<file path="src/hw/rtl/keypad_matrix_scan_debounce_fifo_unit_assert.svh">
// Assertion macros used by the keypad scanner ring.
// Both macros expect signals named clk and rst_n in the scope of use.
`ifndef KEYPAD_MATRIX_SCAN_DEBOUNCE_FIFO_UNIT_ASSERT_SVH
`define KEYPAD_MATRIX_SCAN_DEBOUNCE_FIFO_UNIT_ASSERT_SVH

// The consequent must hold in the same cycle as the antecedent.
`define KMSD_ASSERT_SAME(lbl, ante, cons) \
  lbl: assert property (@(posedge clk) disable iff (!rst_n) (ante) |-> (cons)) \
    else $error("kmsd assertion failed");

// The consequent must hold in the cycle after the antecedent.
`define KMSD_ASSERT_NEXT(lbl, ante, cons) \
  lbl: assert property (@(posedge clk) disable iff (!rst_n) (ante) |=> (cons)) \
    else $error("kmsd assertion failed");

`endif

</file>
<file path="src/hw/rtl/kmsd_pkg.sv">
package kmsd_pkg;

  localparam int ROWS       = 9;
  localparam int COLS       = 6;
  localparam int RING_DEPTH = 16;
  localparam int PIN_BITS   = 6;

  localparam int ROW_W = (ROWS > 1) ? $clog2(ROWS) : 1;
  localparam int PTR_W = $clog2(RING_DEPTH);
  localparam int CNT_W = $clog2(RING_DEPTH);
  localparam int OFS_W = $clog2(COLS + 1);
  localparam int SUM_W = PTR_W + OFS_W + 1;

  localparam int WAIT_MAX = 15;

  localparam logic OP_SAMPLE = 1'b0;
  localparam logic OP_POP    = 1'b1;

  localparam logic ACT_PRESS   = 1'b0;
  localparam logic ACT_RELEASE = 1'b1;

  typedef struct packed {
    logic change;
    logic action;
  } lane_out_t;

  typedef struct packed {
    logic       action;
    logic [2:0] col;
    logic [3:0] row;
  } event_t;

  typedef struct packed {
    logic       event_valid;
    logic [3:0] event_row;
    logic [2:0] event_col;
    logic       event_action;
    logic [3:0] drive_row;
    logic [3:0] events_waiting;
  } result_t;

endpackage

</file>
<file path="src/hw/rtl/kmsd_lane.sv">
module kmsd_lane
  import kmsd_pkg::*;
(
  input  logic             clk,
  input  logic             rst_n,
  input  logic             sample_en,
  input  logic [ROW_W-1:0] row_sel,
  input  logic             pressed,
  output lane_out_t        lane_out
);

  // One column of the matrix: debounce history and stable state per row.
  logic stable_r [ROWS];
  logic last_r   [ROWS];

  logic change;

  assign change          = (pressed == last_r[row_sel]) && (pressed != stable_r[row_sel]);
  assign lane_out.change = change;
  assign lane_out.action = pressed ? ACT_PRESS : ACT_RELEASE;

  always_ff @(posedge clk) begin
    if (!rst_n) begin
      for (int r = 0; r < ROWS; r++) begin
        stable_r[r] <= 1'b0;
        last_r[r]   <= 1'b0;
      end
    end else if (sample_en) begin
      last_r[row_sel] <= pressed;
      if (change) begin
        stable_r[row_sel] <= pressed;
      end
    end
  end

endmodule

</file>
<file path="src/hw/rtl/kmsd_ring.sv">
`include "keypad_matrix_scan_debounce_fifo_unit_assert.svh"

module kmsd_ring
  import kmsd_pkg::*;
(
  input  logic                  clk,
  input  logic                  rst_n,
  input  logic                  push_en,
  input  lane_out_t [COLS-1:0]  lanes,
  input  logic [ROW_W-1:0]      row_sel,
  input  logic                  pop_en,
  output logic                  pop_hit,
  output event_t                pop_ev,
  output logic [3:0]            waiting
);

  event_t            ring_r [RING_DEPTH];
  logic [PTR_W-1:0]  head_r, head_nxt;
  logic [PTR_W-1:0]  tail_r, tail_nxt;
  logic [CNT_W-1:0]  cnt_r, cnt_nxt;

  logic [COLS-1:0]   chg;
  logic [COLS-1:0]   acc;
  logic [PTR_W-1:0]  addr [COLS];
  event_t            ev   [COLS];

  for (genvar c = 0; c < COLS; c++) begin : g_ev
    assign chg[c]       = lanes[c].change;
    assign ev[c].action = lanes[c].action;
    assign ev[c].col    = 3'(c);
    assign ev[c].row    = 4'(row_sel);
  end

  // Merge: each changed lane takes the slot after those of lower columns.
  // Lanes whose rank reaches the free space are dropped.
  always_comb begin
    logic [CNT_W-1:0] free;
    logic [OFS_W-1:0] ofs;
    logic [SUM_W-1:0] sum;
    logic [CNT_W-1:0] npush;
    free  = CNT_W'(RING_DEPTH - 1) - cnt_r;
    ofs   = '0;
    npush = '0;
    for (int c = 0; c < COLS; c++) begin
      acc[c] = push_en && chg[c] && (32'(ofs) < 32'(free));
      sum    = SUM_W'(tail_r) + SUM_W'(ofs);
      if (sum >= SUM_W'(RING_DEPTH)) begin
        sum = sum - SUM_W'(RING_DEPTH);
      end
      addr[c] = PTR_W'(sum);
      if (acc[c]) begin
        npush = npush + 1'b1;
      end
      ofs = ofs + OFS_W'(chg[c]);
    end

    sum = SUM_W'(tail_r) + SUM_W'(npush);
    if (sum >= SUM_W'(RING_DEPTH)) begin
      sum = sum - SUM_W'(RING_DEPTH);
    end
    tail_nxt = PTR_W'(sum);

    pop_hit  = pop_en && (cnt_r != '0);
    head_nxt = head_r;
    if (pop_hit) begin
      head_nxt = (head_r == PTR_W'(RING_DEPTH - 1)) ? '0 : head_r + 1'b1;
    end

    cnt_nxt = cnt_r + npush;
    if (pop_hit) begin
      cnt_nxt = cnt_r - 1'b1;
    end

    waiting = (32'(cnt_nxt) > WAIT_MAX) ? 4'(WAIT_MAX) : 4'(cnt_nxt);
  end

  assign pop_ev = ring_r[head_r];

  always_ff @(posedge clk) begin
    if (!rst_n) begin
      head_r <= '0;
      tail_r <= '0;
      cnt_r  <= '0;
    end else begin
      head_r <= head_nxt;
      tail_r <= tail_nxt;
      cnt_r  <= cnt_nxt;
    end
  end

  always_ff @(posedge clk) begin
    for (int i = 0; i < RING_DEPTH; i++) begin
      for (int c = 0; c < COLS; c++) begin
        if (acc[c] && (addr[c] == PTR_W'(i))) begin
          ring_r[i] <= ev[c];
        end
      end
    end
  end

  `KMSD_ASSERT_NEXT(a_pop_dec, pop_en && (cnt_r != '0), cnt_r == $past(cnt_r) - 1'b1)
  `KMSD_ASSERT_NEXT(a_quiet_hold, push_en && (chg == '0), $stable(cnt_r))
  `KMSD_ASSERT_SAME(a_ptr_cnt, 1'b1, (tail_r >= head_r) ? (32'(tail_r) - 32'(head_r) == 32'(cnt_r)) : (32'(tail_r) + RING_DEPTH - 32'(head_r) == 32'(cnt_r)))

endmodule

</file>
<file path="src/hw/rtl/kmsd_obuf.sv">
module kmsd_obuf
  import kmsd_pkg::*;
(
  input  logic    clk,
  input  logic    rst_n,
  input  logic    push,
  input  result_t push_data,
  output logic    full,
  output logic    out_valid,
  input  logic    out_stall,
  output result_t out_data
);

  // Two-entry result buffer; slot 0 is the one shown on the port.
  result_t    slot_r [2];
  logic [1:0] cnt_r, cnt_nxt;
  logic       pop;
  logic       wpos;

  assign full      = (cnt_r == 2'd2);
  assign out_valid = (cnt_r != 2'd0);
  assign out_data  = slot_r[0];
  assign pop       = out_valid && !out_stall;
  assign wpos      = (cnt_r == 2'd2) || ((cnt_r == 2'd1) && !pop);

  always_comb begin
    cnt_nxt = cnt_r + 2'(push) - 2'(pop);
  end

  always_ff @(posedge clk) begin
    if (!rst_n) begin
      cnt_r <= 2'd0;
    end else begin
      cnt_r <= cnt_nxt;
    end
  end

  // A new result lands in slot 0 when that slot is free after this edge;
  // otherwise, on a pop, slot 0 takes over whatever slot 1 held.
  always_ff @(posedge clk) begin
    if (push && !wpos) begin
      slot_r[0] <= push_data;
    end else if (pop) begin
      slot_r[0] <= slot_r[1];
    end
    if (push && wpos) begin
      slot_r[1] <= push_data;
    end
  end

endmodule

</file>
<file path="src/hw/rtl/keypad_matrix_scan_debounce_fifo_unit.sv">
// Channel  | Direction | Handshake         | Payload
// in_      | input     | in_valid/in_stall | in_opcode, in_col_levels
// out_     | output    | out_valid/out_stall | out_event_*, out_drive_row, out_events_waiting
//
// Lanes, ring and row counter update at the edge that accepts an item; one item can
// be accepted in every cycle in which in_stall is low. Each result is registered in
// the result buffer and offered on out_ once the results before it have left.
// rst_n is synchronous and active low; it clears the debounce state, ring pointers,
// row counter and the result buffer.
// A two-entry result buffer absorbs output stalls; in_stall is high only while
// both of its entries are held.
module keypad_matrix_scan_debounce_fifo_unit
  import kmsd_pkg::*;
(
  input  logic       clk,
  input  logic       rst_n,
  input  logic       in_valid,
  output logic       in_stall,
  input  logic       in_opcode,
  input  logic [5:0] in_col_levels,
  output logic       out_valid,
  input  logic       out_stall,
  output logic       out_event_valid,
  output logic [3:0] out_event_row,
  output logic [2:0] out_event_col,
  output logic       out_event_action,
  output logic [3:0] out_drive_row,
  output logic [3:0] out_events_waiting
);

  logic                 accept;
  logic                 sample_en;
  logic                 pop_en;
  logic                 buf_full;
  logic [ROW_W-1:0]     row_r, row_nxt;
  logic [COLS-1:0]      pressed;
  lane_out_t [COLS-1:0] lanes;
  logic                 pop_hit;
  event_t               pop_ev;
  logic [3:0]           waiting;
  result_t              res;
  result_t              out_res;

  // A transfer on the input side happens whenever in_valid is high and the buffer has room.
  assign in_stall  = buf_full;
  assign accept    = in_valid && !in_stall;
  assign sample_en = accept && (in_opcode == OP_SAMPLE);
  assign pop_en    = accept && (in_opcode == OP_POP);

  // Column pins are active low. Columns beyond the pin field always read released.
  for (genvar c = 0; c < COLS; c++) begin : g_lane
    if (c < PIN_BITS) begin : g_pin
      assign pressed[c] = ~in_col_levels[c];
    end else begin : g_nopin
      assign pressed[c] = 1'b0;
    end

    kmsd_lane u_lane (
      .clk       (clk),
      .rst_n     (rst_n),
      .sample_en (sample_en),
      .row_sel   (row_r),
      .pressed   (pressed[c]),
      .lane_out  (lanes[c])
    );
  end

  // The ring merges the lane events in column order and serves pops.
  kmsd_ring u_ring (
    .clk     (clk),
    .rst_n   (rst_n),
    .push_en (sample_en),
    .lanes   (lanes),
    .row_sel (row_r),
    .pop_en  (pop_en),
    .pop_hit (pop_hit),
    .pop_ev  (pop_ev),
    .waiting (waiting)
  );

  // The row counter steps only on samples and wraps after the last row.
  always_comb begin
    row_nxt = row_r;
    if (sample_en) begin
      row_nxt = (row_r == ROW_W'(ROWS - 1)) ? '0 : row_r + 1'b1;
    end
  end

  always_ff @(posedge clk) begin
    if (!rst_n) begin
      row_r <= '0;
    end else begin
      row_r <= row_nxt;
    end
  end

  // Event fields read as zero unless a pop found an event.
  always_comb begin
    res.event_valid    = pop_hit;
    res.event_row      = pop_hit ? pop_ev.row : 4'd0;
    res.event_col      = pop_hit ? pop_ev.col : 3'd0;
    res.event_action   = pop_hit ? pop_ev.action : 1'b0;
    res.drive_row      = 4'(row_nxt);
    res.events_waiting = waiting;
  end

  kmsd_obuf u_obuf (
    .clk       (clk),
    .rst_n     (rst_n),
    .push      (accept),
    .push_data (res),
    .full      (buf_full),
    .out_valid (out_valid),
    .out_stall (out_stall),
    .out_data  (out_res)
  );

  assign out_event_valid    = out_res.event_valid;
  assign out_event_row      = out_res.event_row;
  assign out_event_col      = out_res.event_col;
  assign out_event_action   = out_res.event_action;
  assign out_drive_row      = out_res.drive_row;
  assign out_events_waiting = out_res.events_waiting;

endmodule

</file>
<file path="config.mk">
export PLATFORM = sky130hd
export DESIGN_NAME = keypad_matrix_scan_debounce_fifo_unit
export DESIGN_NICKNAME = d
export VERILOG_FILES = /design/src/hw/rtl/kmsd_pkg.sv /design/src/hw/rtl/kmsd_lane.sv /design/src/hw/rtl/kmsd_ring.sv /design/src/hw/rtl/kmsd_obuf.sv /design/src/hw/rtl/keypad_matrix_scan_debounce_fifo_unit.sv
export VERILOG_INCLUDE_DIRS = /design/src /design/src/hw/rtl
export SDC_FILE = /design/constraint.sdc
export NUM_CORES = 1
export LEC_CHECK = 0
export BUFFER_PORTS_ARGS = -buffer_cell sky130_fd_sc_hd__buf_2
export CORE_ASPECT_RATIO = 1.75
export CORE_MARGIN = 2
export CORE_UTILIZATION = 45
export DETAILED_ROUTE_END_ITERATION = 8
export GPL_ROUTABILITY_DRIVEN = 0
export PLACE_DENSITY_LB_ADDON = 0.1
export SLEW_MARGIN = 20
export SYNTH_ARGS = -nofsm -noshare
export SYNTH_HDL_FRONTEND = slang
export SYNTH_SLANG_ARGS = --single-unit
export TNS_END_PERCENT = 30
</file>
<file path="constraint.sdc">
create_clock -name clk -period 10.7 [get_ports clk]
set_input_delay 1.605 -clock clk [delete_from_list [all_inputs] [get_ports clk]]
set_output_delay 1.605 -clock clk [all_outputs]
set_load 0.005 [all_outputs]
</file>
=== Word-level counts from Yosys, hierarchy flattened ===
Memory sizes are Yosys's and may differ from the RTL's. A register that Yosys moved wholly into a read port is not among the register bits.
Index checks and enable logic that the tools add are counted.

* Bits in registers: 18
* RAM bits: 270
* Input bits: 11
* Output and inout bits: 19
* Memories kept: 14

* Add/subtract/negate cells: 29
* Order comparisons: 13
* Eq/ne operators: 106
* Muxes and demuxes: 405
* Bitwise logic cells: 88
* Reduce and logical (&&, ||, !) cells: 154

{| class="wikitable"
|+ Memories
! name !! depth !! width !! read ports !! clocked after memory_dff !! wr ports !! line !! RTL
|-
| u_ring.ring_r || 16 || 8 || 1 || 1 || 10 || kmsd_ring.sv:17 || <nowiki>event_t ring_r [RING_DEPTH];</nowiki>
|-
| u_obuf.slot_r || 2 || 17 || 2 || 0 || 1 || kmsd_obuf.sv:15 || <nowiki>result_t slot_r [2];</nowiki>
|-
| g_lane[0].u_lane.last_r || 9 || 1 || 1 || 1 || 9 || kmsd_lane.sv:14 || <nowiki>logic last_r [ROWS];</nowiki>
|-
| g_lane[0].u_lane.stable_r || 9 || 1 || 1 || 1 || 9 || kmsd_lane.sv:13 || <nowiki>logic stable_r [ROWS];</nowiki>
|-
| g_lane[1].u_lane.last_r || 9 || 1 || 1 || 1 || 9 || kmsd_lane.sv:14 ||
|-
| g_lane[1].u_lane.stable_r || 9 || 1 || 1 || 1 || 9 || kmsd_lane.sv:13 ||
|-
| +8 memories || - || - || - || - || - || - ||
|}

{| class="wikitable"
|+ Operators by type and width
! cell !! number
|-
| 2-to-1 mux 8 bit || 86
|-
| 2-to-1 mux 1 bit || 267
|-
| == test 4 bit, second input constant || 50
|-
| 2-to-1 mux 4 bit || 49
|-
| logical AND 1 bit || 122
|-
| == test 4 x 3 -> 1 bit, second input constant || 24
|-
| bitwise OR 1 bit || 81
|-
| == test 4 x 2 -> 1 bit, second input constant || 12
|-
| OR reduction 8 bit || 6
|-
| 2-to-1 mux 17 bit || 2
|-
| subtractor 4 x 1 -> 4 bit, second input constant || 8
|-
| greater-or-equal comparator 5 bit, second input constant || 6
|-
| adder 4 x 1 -> 4 bit, second input constant || 6
|-
| == test 4 x 1 -> 1 bit, second input constant || 6
|-
| logical NOT 4 bit || 6
|-
| OR reduction 17 bit || 1
|-
| less-than comparator 3 x 4 -> 1 bit || 4
|-
| adder 4 x 3 -> 5 bit || 3
|-
| OR reduction 1 bit || 12
|-
| adder 3 x 1 -> 3 bit || 3
|-
| NOT 1 bit || 7
|-
| == test 1 bit || 6
|-
| inequality test 1 bit || 6
|-
| adder 4 x 1 -> 5 bit || 1
|-
| other kinds (18) || 21
|}

=== Logic depth before layout (Yosys ltp) ===
* Depth in word-level cells: 21
* Depth in mapped cells: 39
* Gate-level depth less buffers: 34

=== Cells and area by module ===
Synthesis repeated with hierarchy kept, for this count alone.

* Cells, all modules: 1953
* Area total of the unflattened synthesis: 21084.0 um2

{| class="wikitable"
|+ By module, submodules not included
! module !! times used !! cells an instance !! area each (um2) !! sequential area each (um2)
|-
| kmsd_ring || 1 || 809 || 9183.8 || 4164.0
|-
| kmsd_lane at g_lane[1].u_lane ... || 5 || 168 || 1666.6 || 780.7
|-
| kmsd_lane at g_lane[0].u_lane || 1 || 167 || 1656.6 || 780.7
|-
| kmsd_obuf || 1 || 92 || 1576.5 || 1061.0
|-
| keypad_matrix_scan_debounce_fifo_unit || 1 || 45 || 334.1 || 80.1
|}

=== Least setup slack after synthesis ===
Ideal clock, no wire load.

* Kind: input to register
* Start: input port in_col_levels[0]
* End: memory u_obuf.slot_r[0][3] (netlist name) (data pin)
* Data arrival time: 8.002 ns
* Data required time: 10.442 ns
* Path slack: 2.440 ns
* Cell stages on the path: 34
* Buffers on the path: 2
* Cells stage by stage: inv_1 clkbuf_1 nor4_1 nor4_4 inv_2 fa_1 ha_1 inv_1 fa_1 inv_1 ha_1 ha_1 o21ai_0 nand2b_1 a21oi_1 nor2b_1 or3_1 buf_4 nor3_1 mux2_2 a211o_1 o211ai_1 inv_1 ha_1 nand2_1 ha_1 nor2b_1 o21ai_0 nand2b_1 xor2_1 nor3_1 or4b_1 o2111ai_1 nor2_1

* Longest elaborated chain between the ends: 20
* Elaborated cells on any way between the ends: 35
* Those cells by class: add/sub (10); order compare (5); eq/ne (2); mux (9); bitwise (1); reduce/logical (8)

{| class="wikitable"
|+ RTL lines
! element !! line !! RTL
|-
| start, declared || keypad_matrix_scan_debounce_fifo_unit.sv:20 || <nowiki>input logic [5:0] in_col_levels,</nowiki>
|-
| NOT 1 bit (*) || keypad_matrix_scan_debounce_fifo_unit.sv:53 || <nowiki>assign pressed[c] = ~in_col_levels[c];</nowiki>
|-
| via g_lane[0].u_lane.pressed || kmsd_lane.sv:8 || <nowiki>input logic pressed,</nowiki>
|-
| == test 1 bit / inequality test 1 bit (equally long branches) || kmsd_lane.sv:18 || <nowiki>assign change = (pressed == last_r[row_sel]) && (pressed != stable_r[row_sel]);</nowiki>
|-
| logical AND 1 bit (*) || kmsd_lane.sv:18 ||
|-
| branches (longest 12 deep; another with less-than comparator 1 x 4 -> 1 bit) || - ||
|-
| 2-to-1 mux 4 bit (*) || kmsd_ring.sv:51 || <nowiki>if (acc[c]) begin</nowiki>
|-
| adder 4 bit (*) || kmsd_ring.sv:69 || <nowiki>cnt_nxt = cnt_r + npush;</nowiki>
|-
| 2-to-1 mux 4 bit (*) || kmsd_ring.sv:70 || <nowiki>if (pop_hit) begin</nowiki>
|-
| 2-to-1 mux 17 bit (no source line) || - ||
|-
| 2-to-1 mux 17 bit (no source line) (*) || - ||
|-
| end, declared || kmsd_obuf.sv:15 ||
|}

Mark *: on every way through the listed nets, which the timed path passes.

==> flow_summary.yaml <==
yosys:
  async_reset_ff_share_pct: 0
  synth_area_leaders: "edfxtp_1 (38%), dfxtp_1 (13%), mux4_2 (8.6%), o21ai_0 (4.1%), nor2_1 (3.2%)"
  ys_warn_count: 0
  synth_top_cell_area_share_pct: 38.3
  syn_area_per_cell_sq_um: 11.4
  synth_edf_count: 246
  synth_top_cell_by_area: "edfxtp_1"
  seq_area_frac_synth_pct: 51.8
  ys.flop_type: "edfxtp_1"
  postSynthCellCount: 1686
  synth_nets: 1746
  synth_cell_types: 84
  syn_area_sq_mm: 0.0193
  ys_ff_latch: 376
critical_path:
  worstPathArrival_ps: 9140
  path_class: "reg -> reg"
  cp-startpoint: "row_r[1]"
  r2r_start: "row_r[1]"
  ff2ff_setup_slack_ps: 1850
  critical_path.startpoint_type: "flip-flop"
  crit_required_ps: 10990
  cp_common_cell: "ha_1"
  worstSetupEndpointType: "flip-flop"
  r2r_cells: 35
  worstSetupEndpoint: "u_obuf.slot_r[0][3]"
  cpPeakStageDelay_ps: 680
  path_max_fanout: 29
  crit_slowest_cell: "dfxtp_4"
  worstReg2RegEnd: "u_obuf.slot_r[0][3]"
power_and_ir_drop:
  p_int_mw: 2.56
  seqPwrFrac_pct: 48.3
  irDropWorstVdd_mv: 0.0931
  comb_power_share_pct: 14.2
  clockPowerShare_pct: 37.5
  finalPower_mw: 3.46
  p_sw_share_pct: 26.1
  p_leak_nw: 7.54
  power.density_mw_per_mm2: 166
  p_switching_uw: 902
sta:
  slew-limit-headroom_pct: 24.3
  setup_tns_ps: 0
  finClkSkew_ps: 28.2
  period_share_pct: 82.7
  finalHoldViolCount: 0
  rsz0062_at_grt: "no"
  finalSetupViolCount: 0
  timing.fmax_ghz: 0.113
  tightestPinTransition_ps: 1140
  report.final.slew_viol_count: 0
  fin_crit_ps: 8850
clock_network:
  cts_buffers: 36
  cts_buffer_depth: 3
  cts_tree: "built"
  cts_sinks: 376
  cts_resized: 0
  clk_latency_ps: 550
  cts_hold_buf: 0
  htree_levels: 2
  cts_root_buf: "clkbuf_16"
  postCtsSetupBuffers: 0
  clk_pin_slew_ps: 70
drt:
  drcViolationCount: 0
  drt-pass1-iter-count: 5
  finalWirelength_um: 56500
  wl_per_cell_um: 25.1
  ant_nets: 0
  drt_iter0_drc: 997
  num_vias: 13386
  vias_per_cell: 5.96
min_path:
  min-delay-start: "g_lane[5].u_lane.stable_r[1]"
  hold_class: "reg -> reg"
placement:
  port_buffers: 29
  placed_cell_area_sq_mm: 0.0197
  dp_hpwl_um: 40200
grt:
  grt_max_degree: 101
  antenna_found_initial: 0
  grt_pass1_vias: 13338
  grt.total_usage_pct: 25.4
  overflow: 0
  grt_pass1_wl_um: 84200
die:
  die-area_sq_mm: 0.0446
  core_sq_mm: 0.0424
  die_y_um: 278
  die_w_um: 161
  start_util_pct: 45.5
  std_cell_rows: 100
  top_level_ports: 30
layout:
  final_layout_size_suffix_gt1_share_pct: 13.5
  fin_nets: 1719
  fillCellCount: 3780
  synthToLayoutAreaGrowth_pct: 8.33
  final_area_sq_mm: 0.0209
  finalCoreUtilization_pct: 49.3
  antennaDiodeCount: 0
flow_run:
  drv_cap: 0
outcome:
  run_status: "complete, no violations"
## metrics by stage
| step | hold slack [ps] | instances | setup slack (ps) |
|---|---|---|---|
| final | 470 | 2247 | 1850 |
| after CTS | 475 | 2246 | 1680 |
| after global placement | 447 | 2181 | 1390 |
| after floorplan | 435 | 1686 | 2440 |
| after global routing | 495 | 2247 | 1310 |
| after detailed placement | 461 | 2181 | 1180 |
## worst min-delay path by stage
stage	end	slack, ps	cells past startpoint
3_5_place_dp	g_lane[5].u_lane.last_r[0]	460	2
3_3_place_gp	g_lane[4].u_lane.last_r[7]	450	2
4_1_cts	g_lane[5].u_lane.stable_r[4]	470	2
6_report	g_lane[5].u_lane.stable_r[1]	470	2
5_1_grt	g_lane[1].u_lane.last_r[2]	500	2
2_1_floorplan	g_lane[0].u_lane.last_r[6]	440	2
## layout by cell type, fill, tap and decap left out, types with 9 or more instances in the layout
cell / synthesis / layout
edfxtp_1: 246 / 246
nor2_1: 166 / 166
o21ai_0: 157 / 157
nand2_1: 134 / 134
dfxtp_1: 130 / 127
nand3_1: 86 / 86
mux4_2: 74 / 74
inv_1: 55 / 55
a21oi_1: 53 / 53
o211ai_1: 50 / 50
ha_1: 42 / 42
and2_1: 39 / 39
clkbuf_16: 0 / 37
mux2i_1: 35 / 35
nor3_1: 36 / 34
buf_2: 7 / 28
xnor2_1: 25 / 25
buf_4: 25 / 21
nor2b_1: 18 / 18
a21o_1: 17 / 17
nand2b_1: 16 / 16
mux4_1: 14 / 14
mux2_2: 13 / 13
or2_2: 11 / 11
clkbuf_1: 61 / 11
xor2_1: 10 / 10
a31oi_1: 9 / 9
and3_1: 9 / 9
## synth_stat cells (all sizes together) (17+ instances only)
cell type  number
xnor2          27
mux2i          35
ha             42
inv            57
nor2          166
nand3          86
a21o           17
buf            54
nand2         134
o21ai         163
nor3           37
a21oi          53
nor2b          18
edfxtp        246
dfxtp         130
and2           39
clkbuf         61
o211ai         50
mux4           89
## sequential cells by signal, summed over array words and instances (netlist names), named ones only
signal	cells
g_lane.u_lane.stable_r	96
row_r	4
g_lane.u_lane.last_r	96
u_obuf.cnt_r	2
u_ring.head_r	4
u_ring.tail_r	4
u_ring.ring_r	128
u_ring.cnt_r	4
u_obuf.slot_r	34
## critical path, delay by kind of cell, from the launching register on
family	cells	cell delay [ps]
buf+inv	5	790
xor+xnor	1	180
flops	1	680
simple gates	13	2540
mux	3	1080
fa+ha+maj	7	2490
compound gates	6	800
## area by class of cell
cell class	instances	area, sq um	share of cell area [%]
sequential	376	10000	47.8
multi-input combinational	1135	8490	40.6
clock buffer	48	967	4.63
tap	561	702	3.36
timing repair buffer	50	309	1.48
inverter	60	230	1.10
clock inverter	17	203	0.970
## cells by family after synthesis
group / Yosys count / share of synthesized area [%]
AND/OR/NAND/NOR: 557 / 13.8
AO/OA/AOI/OAI: 352 / 11.3
buffers and inverters: 175 / 4.33
flip-flops: 376 / 51.8
multiplexers: 137 / 13.2
XOR/XNOR: 40 / 2.08
adder cells (fa/ha/maj): 49 / 3.45
## power groups by stage
stage	clock, mW	combinational (mW)	sequential [mW]
floorplan	0	0.378	1.68
CTS	1.32	0.499	1.67
detailed placement	0	0.497	1.70
global route	1.37	0.541	1.68
global placement	0	0.491	1.70
finish	1.30	0.492	1.67
## per-layer routing
layer	global-route usage, %	up-vias	part of all wire [%]
met3	2.87	151	3.6
met5	0	-	0
met4	13.0	0	5.6
met2	50.3	386	57
met1	25.8	6635	34
li1	-	6214	-
Note: power is estimated with default switching activity, not from simulation.
